$ cat src/rtl/assert_macros.svh
// assertion macros used by the top-level rtl file
`ifndef ASSERT_MACROS_SVH
`define ASSERT_MACROS_SVH

// antecedent holds, consequent holds in the same cycle
`define TCGW_ASSERT_SAME(label, clk, rst_n, ante, cons) \
  label: assert property (@(posedge clk) disable iff (!rst_n) (ante) |-> (cons)) \
    else $error("assertion failed");

// antecedent holds, consequent holds in the next cycle
`define TCGW_ASSERT_NEXT(label, clk, rst_n, ante, cons) \
  label: assert property (@(posedge clk) disable iff (!rst_n) (ante) |=> (cons)) \
    else $error("assertion failed");

`endif

$ cat src/rtl/tcgw_pkg.sv
// shared types and constants for the text console glyph writer
package tcgw_pkg;

  localparam int GLYPH_ROWS  = 16;
  localparam int GLYPH_COUNT = 256;
  localparam int CELL_ROWS   = 16;
  localparam int CELL_WIDTH  = 8;
  localparam int STORE_DEPTH = GLYPH_COUNT * GLYPH_ROWS;
  localparam int STORE_AW    = $clog2(STORE_DEPTH);
  localparam int ROW_W       = $clog2(CELL_ROWS);

  localparam logic [7:0] NEWLINE_CODE = 8'd10;

  localparam logic [1:0] CMD_DRAW  = 2'd0;
  localparam logic [1:0] CMD_ERASE = 2'd1;
  localparam logic [1:0] CMD_LOAD  = 2'd2;

  localparam logic [1:0] REG_SCREEN_WIDTH = 2'd0;
  localparam logic [1:0] REG_LINE_STRIDE  = 2'd1;
  localparam logic [1:0] REG_FG_COLOR     = 2'd2;
  localparam logic [1:0] REG_CLEAR_COLOR  = 2'd3;

  typedef struct packed {
    logic [1:0] cmd;
    logic [7:0] char_code;
    logic [3:0] glyph_row;
    logic [7:0] glyph_bits;
  } in_t;

  typedef struct packed {
    logic [31:0] pixel_index;
    logic [7:0]  pixel_mask;
    logic [31:0] pixel_value;
    logic        last;
  } out_t;

  typedef struct packed {
    logic [12:0] screen_width;
    logic [13:0] line_stride;
    logic [31:0] fg_color;
    logic [31:0] clear_color;
  } cfg_t;

  // controller to datapath
  typedef struct packed {
    logic             accept;
    logic             setup;
    logic             emit;
    logic [ROW_W-1:0] row;
    logic [ROW_W-1:0] rd_row;
    logic             last;
  } ctl_cmd_t;

  // datapath to controller
  typedef struct packed {
    logic cell_req;
    logic out_free;
  } dp_stat_t;

endpackage

$ cat src/rtl/tcgw_ctrl.sv
// sequencer for the sixteen row writes of one cell
module tcgw_ctrl (
  input  logic                clk,
  input  logic                rst_n,
  input  logic                in_valid,
  output logic                in_stall,
  input  tcgw_pkg::dp_stat_t  stat,
  output tcgw_pkg::ctl_cmd_t  cmd
);

  typedef enum logic [1:0] {
    ST_IDLE,
    ST_SETUP,
    ST_ROWS
  } state_t;

  state_t                     state_r, state_nxt;
  logic [tcgw_pkg::ROW_W-1:0] row_r, row_nxt;
  logic                       accept;
  logic                       emit;
  logic                       last_row;

  assign in_stall = (state_r != ST_IDLE);
  assign accept   = in_valid && (state_r == ST_IDLE);
  assign emit     = (state_r == ST_ROWS) && stat.out_free;
  assign last_row = (row_r == tcgw_pkg::ROW_W'(tcgw_pkg::CELL_ROWS - 1));

  always_comb begin
    state_nxt = state_r;
    row_nxt   = row_r;
    case (state_r)
      ST_IDLE: begin
        row_nxt = '0;
        if (accept && stat.cell_req) begin
          state_nxt = ST_SETUP;
        end
      end
      ST_SETUP: begin
        state_nxt = ST_ROWS;
      end
      ST_ROWS: begin
        if (emit) begin
          row_nxt = row_r + 1'b1;
          if (last_row) begin
            state_nxt = ST_IDLE;
          end
        end
      end
      default: begin
        state_nxt = ST_IDLE;
      end
    endcase
  end

  always_ff @(posedge clk) begin
    if (!rst_n) begin
      state_r <= ST_IDLE;
      row_r   <= '0;
    end else begin
      state_r <= state_nxt;
      row_r   <= row_nxt;
    end
  end

  always_comb begin
    cmd.accept = accept;
    cmd.setup  = (state_r == ST_SETUP);
    cmd.emit   = emit;
    cmd.row    = row_r;
    // keep the read one row ahead only when the current row leaves
    cmd.rd_row = emit ? row_r + 1'b1 : row_r;
    cmd.last   = last_row;
  end

endmodule

$ cat config.mk
export PLATFORM = sky130hd
export DESIGN_NAME = tcgw_ctrl
export DESIGN_NICKNAME = d
export VERILOG_FILES = /design/src/rtl/assert_macros.svh /design/src/rtl/tcgw_pkg.sv /design/src/rtl/tcgw_ctrl.sv
export SDC_FILE = /design/constraint.sdc
export NUM_CORES = 1
export LEC_CHECK = 0
export BUFFER_PORTS_ARGS = -buffer_cell sky130_fd_sc_hd__buf_4
export CAP_MARGIN = 20
export CORE_AREA = 2 2 39 41
export DETAILED_ROUTE_END_ITERATION = 8
export DIE_AREA = 0 0 41 43
export MAX_ROUTING_LAYER = met4
export PLACE_DENSITY = 0.67
export SLEW_MARGIN = 40
export SYNTH_ARGS = -nofsm -noshare
export SYNTH_HDL_FRONTEND = slang
export SYNTH_SLANG_ARGS = --single-unit
$ cat constraint.sdc
create_clock -name clk -period 2.85 [get_ports clk]
set_clock_uncertainty 0.2 [all_clocks]
set_input_delay 0 -clock clk [delete_from_list [all_inputs] [get_ports clk]]
set_output_delay 0 -clock clk [all_outputs]
set_load 0.01 [all_outputs]
==> results of run 1 <==
==> sequential cells by signal (all words and copies together), names as in the netlist <==
| name | flops |
|---|---|
| row_r | 4 |
| state_r | 2 |
==> layer usage <==
metal / vias up / GRT usage [%]
li1: 210 / -
met1: 177 / 15.8
met2: 12 / 17.8
met3: 2 / 9.42
met4: 0 / 6.00
met5: - / -
==> stage by stage <==
step | power (mW) | setup WS [ps] | util, %
finish | 0.199 | 933 | 42.3
global route | 0.215 | 844 | 42.3
CTS | 0.203 | 949 | 42.3
detailed placement | 0.117 | 1390 | 37.1
global placement | 0.117 | 1440 | 37.1
floorplan | 0.106 | 1410 | -
==> final cells by class <==
cell class | instances | area [um2] | share of cell area (%)
Clock buffer | 3 | 22.5 | 3.85
Inverter | 5 | 18.8 | 3.21
Multi-Input combinational cell | 35 | 226 | 38.7
Sequential cell | 6 | 120 | 20.5
Tap cell | 16 | 20.0 | 3.42
Timing Repair Buffer | 22 | 178 | 30.3
==> logic make-up (layout without fill, tap and decap cells) <==
| group | Yosys count | count (layout) | synth area share, % |
|---|---|---|---|
| flops | 6 | 6 | 30.4 |
| buf+inv | 9 | 30 | 12.3 |
| xor+xnor | 1 | 1 | 2.22 |
| fa+ha+maj | 1 | 1 | 3.16 |
| compound gates | 12 | 12 | 19.3 |
| simple gates | 21 | 21 | 32.6 |
==> cell usage in the layout (no fill, tap or decap), drive strengths merged <==
cell,synthesis,routed
xnor2,1,1
and3,2,2
or3,2,2
nor2,1,1
or2,1,1
and2b,1,1
nand3,2,2
buf,4,17
ha,1,1
o21ai,4,4
inv,5,5
dlygate4sd3,0,5
nand2,8,8
or2b,1,1
clkbuf,0,3
o21a,1,1
a21oi,3,3
a31oi,2,2
nor3b,1,1
dfxtp,6,6
nand3b,1,1
nor2b,1,1
o211ai,2,2
==> where the power goes <==
group / switching (mW) / internal (mW)
combinational: 0.0129 / 0.0188
clock: 0.0306 / 0.0476
sequential: 0.00354 / 0.0859
total: 0.0470 / 0.152
==> tightest hold or removal path: stages <==
cell,delay (ps)
buf_4,110
inv_1,40
nor2_1,40
buf_4,130
==> path summary, 6_finish.rpt <==
path	slack, ps	endpoint	depth (start not counted)	from
worst min register to register	350	row_r[1]	2	row_r[1]
worst max register to register	930	state_r[1]	5	row_r[0]
worst min-delay path	120	cmd[11]	4	in_valid
worst max-delay path	930	state_r[1]	5	row_r[0]
==> timing repair <==
| item | in CTS | in global routing |
|---|---|---|
| endpoints found under the hold margin | 6 | 0 |
| gates resized for setup | 0 | 0 |
| buffers inserted | 0 | 0 |
| hold buffers | 5 | 0 |
==> impl_metrics.prom, run 1 <==
# TYPE chip_impl_metric gauge
chip_impl_metric{name="starting_density_of_the_core",unit="%"} 28.6
chip_impl_metric{name="top_fanout_value_on_the_critical_path",unit=""} 7
chip_impl_metric{name="fillerInstances",unit=""} 140
chip_impl_metric{name="dpl-instance-area",unit="um2"} 513
chip_impl_metric{name="htree_num_levels",unit=""} 1
chip_impl_metric{name="total_leakage_power",unit="nW"} 0.310
chip_impl_metric{name="syn_to_final_growth",unit="%"} 48.1
chip_impl_metric{name="gp_congestion",unit=""} 0.863
chip_impl_metric{name="largest_net_degree_at_the_start_of_global_routing",unit=""} 10
chip_impl_metric{name="synth.yosys.seq_area_share",unit="%"} 30.4
chip_impl_metric{name="route.vias.total",unit=""} 401
chip_impl_info{name="worstSetupStartpointType",value="flop"} 1
chip_impl_metric{name="synth_warnings",unit=""} 0
chip_impl_info{name="highest_metal_layer_with_signal_wires",value="met4"} 1
chip_impl_metric{name="avgSynthCellArea",unit="um2"} 7.91
chip_impl_metric{name="mappedNetlistArea",unit="um2"} 395
chip_impl_metric{name="die_area",unit="um2"} 1760
chip_impl_info{name="unrepaired_setup_endpoints_after_global_routing",value="false"} 1
chip_impl_metric{name="worstPathBufferInverterCount",unit=""} 1
chip_impl_metric{name="totalNegativeSetupSlack",unit="ps"} 0
chip_impl_info{name="post-synth-top-count-cell",value="nand2_1"} 1
chip_impl_metric{name="setup-violations-final",unit=""} 0
chip_impl_metric{name="cp_data_arrival_time",unit="ps"} 1850
chip_impl_metric{name="worstSkewPairLatency",unit="ps"} 250
chip_impl_metric{name="holdWs",unit="ps"} 121
chip_impl_metric{name="wirelength",unit="um"} 905
chip_impl_metric{name="design.core.area",unit="um2"} 1380
chip_impl_metric{name="drc_markers",unit=""} 0
chip_impl_metric{name="worst_ep_required_time",unit="ps"} 2780
chip_impl_metric{name="syn-num-nets",unit=""} 56
chip_impl_metric{name="count_of_antenna_diodes_in_the_layout",unit=""} 0
chip_impl_metric{name="vdd_drop_max",unit="uV"} 226
chip_impl_metric{name="placed_cells",unit=""} 79
chip_impl_metric{name="clkSlewWorstSetupHoldPaths",unit="ps"} 50
chip_impl_metric{name="gr-total-overflow",unit=""} 0
chip_impl_metric{name="die_h",unit="um"} 43
chip_impl_metric{name="synthArstFlopShare",unit="%"} 0
chip_impl_metric{name="finish.instance_area",unit="um2"} 586
chip_impl_metric{name="grt_antenna_before_repair",unit=""} 0
chip_impl_metric{name="synthDominantCellAreaShare",unit="%"} 30.4
chip_impl_info{name="dominantRegCellSynth",value="dfxtp_1"} 1
chip_impl_metric{name="fmax",unit="GHz"} 0.522
chip_impl_metric{name="netlist_instances",unit=""} 50
chip_impl_info{name="ctsRootBufferMaster",value="clkbuf_4"} 1
chip_impl_info{name="timing_worst_setup_path_type",value="reg -> reg"} 1
chip_impl_metric{name="period_utilization_post_route",unit="%"} 67.3
chip_impl_info{name="cts_tree",value="done"} 1
chip_impl_metric{name="firstDrtPassIters",unit=""} 4
chip_impl_metric{name="post_layout_nonfiller_instances",unit=""} 87
chip_impl_metric{name="finalHoldViolations",unit=""} 0
chip_impl_info{name="hold_class",value="in -> out"} 1
chip_impl_info{name="synthDominantAreaCellType",value="dfxtp_1"} 1
chip_impl_info{name="post_synth_most_frequent_cells",value="nand2_1 (8), dfxtp_1 (6), inv_1 (5), buf_4 (4), o21ai_0 (4)"} 1
chip_impl_info{name="run_status",value="completed"} 1
chip_impl_metric{name="route.detailed.wl_per_inst",unit="um"} 10.4
chip_impl_metric{name="wl_met2",unit="um"} 420
chip_impl_metric{name="pin_count",unit=""} 18
chip_impl_metric{name="placementRows",unit=""} 14
chip_impl_info{name="dominant_delay_contributor_by_cell_family_on_the_critical_path",value="buffers and inverters"} 1
chip_impl_metric{name="cts-buffers-inserted",unit=""} 3
chip_impl_metric{name="synth-seq-cells",unit=""} 6
chip_impl_metric{name="first_iter_violations",unit=""} 9
chip_impl_info{name="cpMaxStageDelayCell",value="dlygate4sd3_1"} 1
chip_impl_metric{name="fin_nets",unit=""} 79
chip_impl_metric{name="power.density",unit="nW/um2"} 340
chip_impl_metric{name="dp_hpwl",unit="um"} 641
chip_impl_metric{name="global_route_wire_length_before_repair",unit="um"} 1500
chip_impl_metric{name="final_antenna_net_count",unit=""} 0
chip_impl_metric{name="routed-wl-met3",unit="um"} 62
chip_impl_metric{name="met1_length",unit="um"} 409
chip_impl_info{name="endpoint_kind",value="flop"} 1
chip_impl_metric{name="finalMaxSlewViolations",unit=""} 0
chip_impl_metric{name="buffer_ports.inserted",unit=""} 17
chip_impl_metric{name="worst_pin_slew",unit="ps"} 288
chip_impl_metric{name="drv_cap",unit=""} 0
chip_impl_metric{name="yosysUniqueCellTypes",unit=""} 23
chip_impl_metric{name="clk_path_buf_depth",unit=""} 2
chip_impl_metric{name="die_width",unit="um"} 41
chip_impl_metric{name="grt_usage",unit="%"} 13.7
chip_impl_metric{name="synth-edff-count",unit=""} 0
chip_impl_metric{name="number_of_global_route_vias_before_repair",unit=""} 368
chip_impl_metric{name="routed_via_density",unit=""} 4.61
chip_impl_info{name="crit_chain",value="ha_1 -> and3_1 -> a21oi_1 -> o21a_1 -> dlygate4sd3_1"} 1
chip_impl_info{name="synthTopCellsByArea",value="dfxtp_1 (30%), buf_4 (7.6%), nand2_1 (7.6%)"} 1
chip_impl_metric{name="clock_sinks",unit=""} 6
chip_impl_metric{name="drive_above_1_share",unit="%"} 33.8
chip_impl_metric{name="fin_crit",unit="ps"} 1920
chip_impl_metric{name="slowest_delay",unit="ps"} 550
chip_impl_metric{name="timing.max_slew.rel_slack",unit="%"} 80.8
Power figures use the tool's default switching activity.
==> run 2: changes to the inputs <==
clock period = 1.8 ns   (was 2.85 ns; I/O delays follow)
==> impl_metrics.prom, run 2 (synthesis gave the netlist of run 1 again) <==
# TYPE chip_impl_metric gauge
chip_impl_metric{name="worst_ep_required_time",unit="ps"} 1600
chip_impl_info{name="mostFrequentLayoutCell",value="buf_4"} 1
chip_impl_metric{name="route.detailed.wl_per_inst",unit="um"} 10.6
chip_impl_metric{name="largest_register_ff_count",unit=""} 4
chip_impl_metric{name="placed_cells",unit=""} 79
chip_impl_info{name="final_cell_mix",value="buf_4 (17), nand2_1 (8), dfxtp_1 (6), inv_1 (5)"} 1
chip_impl_metric{name="placementRows",unit=""} 14
chip_impl_metric{name="clk_path_buf_depth",unit=""} 2
chip_impl_metric{name="first_iter_violations",unit=""} 2
chip_impl_metric{name="power.density",unit="nW/um2"} 546
chip_impl_metric{name="vdd_drop_max",unit="uV"} 303
chip_impl_info{name="largest_registers",value="row_r: 4 flops, state_r: 2 flops"} 1
chip_impl_info{name="endpoint_kind",value="output port"} 1
chip_impl_metric{name="worst_pin_slew",unit="ps"} 300
chip_impl_metric{name="post_layout_nonfiller_instances",unit=""} 86
chip_impl_metric{name="grt_usage",unit="%"} 13.2
chip_impl_metric{name="finalMaxSlewViolations",unit=""} 0
chip_impl_metric{name="grt_antenna_before_repair",unit=""} 0
chip_impl_metric{name="firstDrtPassIters",unit=""} 4
chip_impl_metric{name="largest_net_degree_at_the_start_of_global_routing",unit=""} 10
chip_impl_metric{name="top_fanout_value_on_the_critical_path",unit=""} 7
chip_impl_info{name="timing_worst_setup_path_type",value="reg -> out"} 1
chip_impl_metric{name="final_antenna_net_count",unit=""} 0
chip_impl_metric{name="setup.reg_to_reg.worst_slack",unit="ps"} 350
chip_impl_info{name="ctsRootBufferMaster",value="clkbuf_4"} 1
chip_impl_info{name="worstHoldStart",value="stat[1]"} 1
chip_impl_metric{name="total_leakage_power",unit="nW"} 0.301
chip_impl_info{name="unrepaired_setup_endpoints_after_global_routing",value="false"} 1
chip_impl_metric{name="design.core.area",unit="um2"} 1380
chip_impl_metric{name="fmax",unit="GHz"} 0.594
chip_impl_metric{name="route.vias.total",unit=""} 406
chip_impl_metric{name="die_width",unit="um"} 41
chip_impl_metric{name="count_of_antenna_diodes_in_the_layout",unit=""} 0
chip_impl_info{name="biggest_register",value="row_r"} 1
chip_impl_info{name="rr_startpoint",value="row_r[0]"} 1
chip_impl_metric{name="clkSlewWorstSetupHoldPaths",unit="ps"} 40
chip_impl_metric{name="syn_to_final_growth",unit="%"} 45.6
chip_impl_info{name="setup_crit_start",value="row_r[0]"} 1
chip_impl_metric{name="timing.max_slew.rel_slack",unit="%"} 80.0
chip_impl_metric{name="fin_nets",unit=""} 78
chip_impl_metric{name="post_cts.resized_instances",unit=""} 0
chip_impl_metric{name="die_area",unit="um2"} 1760
chip_impl_metric{name="worstSkewPairLatency",unit="ps"} 240
chip_impl_info{name="worstSetupStartpointType",value="flop"} 1
chip_impl_metric{name="drc_markers",unit=""} 0
chip_impl_metric{name="drv_cap",unit=""} 0
chip_impl_metric{name="pin_count",unit=""} 18
chip_impl_metric{name="totalNegativeSetupSlack",unit="ps"} 0
chip_impl_metric{name="cp_data_arrival_time",unit="ps"} 1480
chip_impl_metric{name="global_route_wire_length_before_repair",unit="um"} 1470
chip_impl_metric{name="gp_congestion",unit=""} 0.862
chip_impl_metric{name="starting_density_of_the_core",unit="%"} 28.6
chip_impl_metric{name="die_h",unit="um"} 43
chip_impl_metric{name="routed_via_density",unit=""} 4.72
chip_impl_metric{name="drive_above_1_share",unit="%"} 34.3
chip_impl_metric{name="finalHoldViolations",unit=""} 0
chip_impl_metric{name="number_of_global_route_vias_before_repair",unit=""} 352
chip_impl_info{name="hold_class",value="in -> reg"} 1
chip_impl_metric{name="cts_hold_repair.buffers",unit=""} 4
chip_impl_metric{name="htree_num_levels",unit=""} 1
chip_impl_metric{name="clock_sinks",unit=""} 6
chip_impl_info{name="cts_tree",value="done"} 1
chip_impl_metric{name="wirelength",unit="um"} 914
chip_impl_metric{name="fin_crit",unit="ps"} 1680
chip_impl_metric{name="gr-total-overflow",unit=""} 0
chip_impl_metric{name="cts_setup_buffers",unit=""} 0
chip_impl_metric{name="setup-violations-final",unit=""} 0
chip_impl_info{name="run_status",value="completed"} 1
chip_impl_metric{name="period_utilization_post_route",unit="%"} 93.5
chip_impl_metric{name="cts-buffers-inserted",unit=""} 3
chip_impl_metric{name="fillerInstances",unit=""} 139
chip_impl_metric{name="buffer_ports.inserted",unit=""} 17
-- run 2: final cells by class --
class | count | area, um2 | share of cell area [%]
Sequential cell | 6 | 120 | 20.9
Inverter | 5 | 18.8 | 3.26
Timing Repair Buffer | 21 | 168 | 29.1
Tap cell | 16 | 20.0 | 3.48
Clock buffer | 3 | 22.5 | 3.91
Multi-Input combinational cell | 35 | 226 | 39.3
-- run 2: layer usage --
layer / share of wire [%] / global-route usage (%) / routed length, um
met5: 0 / - / 0
met4: 0 / 2.00 / 0
met3: 8.3 / 9.42 / 76
met2: 48 / 18.1 / 435
met1: 44 / 15.8 / 402
-- run 2: path summary, 6_finish.rpt --
path              cells after the start         end
setup / recovery                      5      cmd[3]
hold / removal                        3  state_r[0]
setup reg to reg                      4    row_r[2]
hold reg to reg                       2    row_r[2]
-- run 2: worst max-delay path: stages, from the launching register on --
cell and delay (ps):
dfxtp_1 440, ha_1 200, inv_1 60, or3_1 360, nand2_1 80, buf_4 110
-- run 2: power breakdown --
part / switching [mW] / leakage [nW] / total [mW] / internal (mW)
clock network: 0.0478 / 0.0138 / 0.123 / 0.0754
registers: 0.00577 / 0.0486 / 0.142 / 0.136
logic: 0.0209 / 0.239 / 0.0495 / 0.0287
total: 0.0744 / 0.301 / 0.314 / 0.240
-- run 2: stage by stage --
stage	cell area (um2)	total power, mW	worst slack (ps)	utilization [%]	hold slack [ps]
2_1_floorplan	395	0.167	362	-	-82.5
3_3_place_gp	513	0.186	389	37.1	39.4
3_5_place_dp	513	0.186	342	37.1	30.2
4_1_cts	576	0.317	105	41.6	323
5_1_grt	576	0.334	10.8	41.6	355
6_report	576	0.314	117	41.6	346
==> run 3: changes to the inputs <==
CELL_PAD_IN_SITES_DETAIL_PLACEMENT = 2   (was not set)
CELL_PAD_IN_SITES_GLOBAL_PLACEMENT = 2   (was not set)
CORE_AREA = not set   (was 2 2 39 41)
CORE_MARGIN = 2   (was not set)
CORE_UTILIZATION = 22   (was not set)
DIE_AREA = not set   (was 0 0 41 43)
MAX_ROUTING_LAYER = not set   (was met4)
PLACE_DENSITY = 0.83   (was 0.67)
==> impl_metrics.prom, run 3 (synthesis gave the netlist of run 1 again) <==
# TYPE chip_impl_metric gauge
chip_impl_metric{name="global_route.usage.met2",unit="%"} 21.4
chip_impl_info{name="largest_registers",value="row_r: 4 flops, state_r: 2 flops"} 1
chip_impl_metric{name="finalCoreUtilization",unit="%"} 34.5
chip_impl_metric{name="setup-violations-final",unit=""} 0
chip_impl_metric{name="dpl-instance-area",unit="um2"} 524
chip_impl_metric{name="grt_usage",unit="%"} 13.1
chip_impl_metric{name="finish.instance_area",unit="um2"} 589
chip_impl_metric{name="die_h",unit="um"} 46.4
chip_impl_metric{name="route.vias.total",unit=""} 424
chip_impl_metric{name="wirelength",unit="um"} 1200
chip_impl_metric{name="design.core.area",unit="um2"} 1710
chip_impl_metric{name="route.detailed.wl_per_inst",unit="um"} 12.7
chip_impl_metric{name="largest_net_degree_at_the_start_of_global_routing",unit=""} 10
chip_impl_metric{name="buffer_ports.inserted",unit=""} 17
chip_impl_metric{name="power.density",unit="nW/um2"} 551
chip_impl_metric{name="number_of_global_route_vias_before_repair",unit=""} 434
chip_impl_info{name="mostFrequentLayoutCell",value="buf_4"} 1
chip_impl_metric{name="cp_data_arrival_time",unit="ps"} 1500
chip_impl_metric{name="vdd_drop_max",unit="uV"} 222
chip_impl_metric{name="worst_pin_slew",unit="ps"} 327
chip_impl_metric{name="fin_crit",unit="ps"} 1700
chip_impl_metric{name="worstRegToRegCells",unit=""} 3
chip_impl_metric{name="gp_congestion",unit=""} 0.723
chip_impl_metric{name="drc_markers",unit=""} 0
chip_impl_info{name="unrepaired_setup_endpoints_after_global_routing",value="false"} 1
chip_impl_metric{name="starting_density_of_the_core",unit="%"} 23.2
chip_impl_info{name="cts_tree",value="done"} 1
chip_impl_metric{name="pin_count",unit=""} 18
chip_impl_metric{name="syn_to_final_growth",unit="%"} 49.1
chip_impl_metric{name="fin_nets",unit=""} 78
chip_impl_info{name="worstSetupStartpointType",value="flop"} 1
chip_impl_metric{name="count_of_antenna_diodes_in_the_layout",unit=""} 0
chip_impl_metric{name="routed_via_density",unit=""} 4.46
chip_impl_metric{name="worstSkewPairLatency",unit="ps"} 250
chip_impl_metric{name="period_utilization_post_route",unit="%"} 94.7
chip_impl_info{name="run_status",value="completed"} 1
chip_impl_metric{name="totalNegativeSetupSlack",unit="ps"} 0
chip_impl_metric{name="worst_ep_required_time",unit="ps"} 1600
chip_impl_metric{name="globalRouteMet1Util",unit="%"} 15.9
chip_impl_metric{name="die_width",unit="um"} 46.4
chip_impl_metric{name="grt_antenna_before_repair",unit=""} 0
chip_impl_metric{name="drive_above_1_share",unit="%"} 37.1
chip_impl_metric{name="top_fanout_value_on_the_critical_path",unit=""} 8
chip_impl_metric{name="fmax",unit="GHz"} 0.587
chip_impl_info{name="endpoint_kind",value="output port"} 1
chip_impl_metric{name="globalRouteMet3Util",unit="%"} 1.57
chip_impl_metric{name="total_leakage_power",unit="nW"} 0.302
chip_impl_metric{name="timing.max_slew.rel_slack",unit="%"} 78.2
chip_impl_metric{name="fillerInstances",unit=""} 200
chip_impl_metric{name="cts_setup_buffers",unit=""} 0
chip_impl_info{name="timing_worst_setup_path_type",value="reg -> out"} 1
chip_impl_metric{name="cts-buffers-inserted",unit=""} 3
chip_impl_info{name="globalRoute.busiestLayer",value="met2"} 1
chip_impl_metric{name="dp_hpwl",unit="um"} 910
chip_impl_metric{name="firstDrtPassIters",unit=""} 2
chip_impl_metric{name="first_iter_violations",unit=""} 1
chip_impl_metric{name="die_area",unit="um2"} 2150
chip_impl_info{name="biggest_register",value="row_r"} 1
chip_impl_metric{name="gr-total-overflow",unit=""} 0
chip_impl_metric{name="clock_sinks",unit=""} 6
chip_impl_metric{name="largest_register_ff_count",unit=""} 4
chip_impl_metric{name="clkSlewWorstSetupHoldPaths",unit="ps"} 50
chip_impl_metric{name="holdPathStages",unit=""} 3
chip_impl_metric{name="final_antenna_net_count",unit=""} 0
chip_impl_info{name="final_cell_mix",value="buf_4 (17), nand2_1 (8), inv_1 (5)"} 1
chip_impl_info{name="hold_class",value="in -> reg"} 1
chip_impl_metric{name="drv_cap",unit=""} 0
chip_impl_metric{name="clk_path_buf_depth",unit=""} 2
chip_impl_metric{name="htree_num_levels",unit=""} 1
chip_impl_metric{name="finalHoldViolations",unit=""} 0
chip_impl_metric{name="finalMaxSlewViolations",unit=""} 0
chip_impl_metric{name="global_route_wire_length_before_repair",unit="um"} 1960
chip_impl_info{name="ctsRootBufferMaster",value="clkbuf_4"} 1
chip_impl_metric{name="placementRows",unit=""} 15
[run 3: cell counts in the layout (fill, tap and decap cells not counted)]
No cell type changed its count.
[run 3: per-stage QoR]
step	power, mW	hold slack (ps)	cells	setup slack [ps]
5_1_grt	0.339	341	95	28.0
3_5_place_dp	0.187	41.9	88	291
6_report	0.325	314	95	95.3
2_1_floorplan	0.167	-82.5	50	362
4_1_cts	0.333	303	95	38.1
3_3_place_gp	0.186	30.1	88	375
[run 3: final timing paths]
kind	startpoint	endpoint	slack, ps
worst max-delay path	state_r[1]	cmd[4]	100
worst min register to register	row_r[1]	row_r[1]	350
worst max register to register	state_r[1]	row_r[3]	340
worst min-delay path	stat[1]	state_r[0]	310
[run 3: repair_timing]
| item | CTS | global route |
|---|---|---|
| setup endpoints to repair | 0 | 1 |
| gates resized for setup | 0 | 2 |
| hold endpoints to repair | 6 | 0 |
| hold buffers | 4 | 0 |
[run 3: power breakdown]
part	internal [mW]	switching, mW	leakage (nW)
Clock	0.0760	0.0574	0.0138
Combinational	0.0286	0.0206	0.239
Sequential	0.136	0.00640	0.0496
[run 3: layer usage]
metal | wire (um) | up-vias
met2 | 598 | 14
met1 | 532 | 200
li1 | - | 208
met3 | 56 | 2
met4 | 14 | 0
met5 | 0 | -
[run 3: critical path, stage by stage (launching register included)]
cell and delay, ps:
dfxtp_1 510, nand3b_4 160, or3_4 400, nand2_1 80
buf_4 110
[run 3: cell type report]
type / count / area [um2] / area share [%]
multi-input combinational: 35 / 226 / 38.4
timing repair buffer: 21 / 168 / 28.5
sequential: 6 / 123 / 20.8
tap: 25 / 31.3 / 5.31
clock buffer: 3 / 22.5 / 3.82
inverter: 5 / 18.8 / 3.18
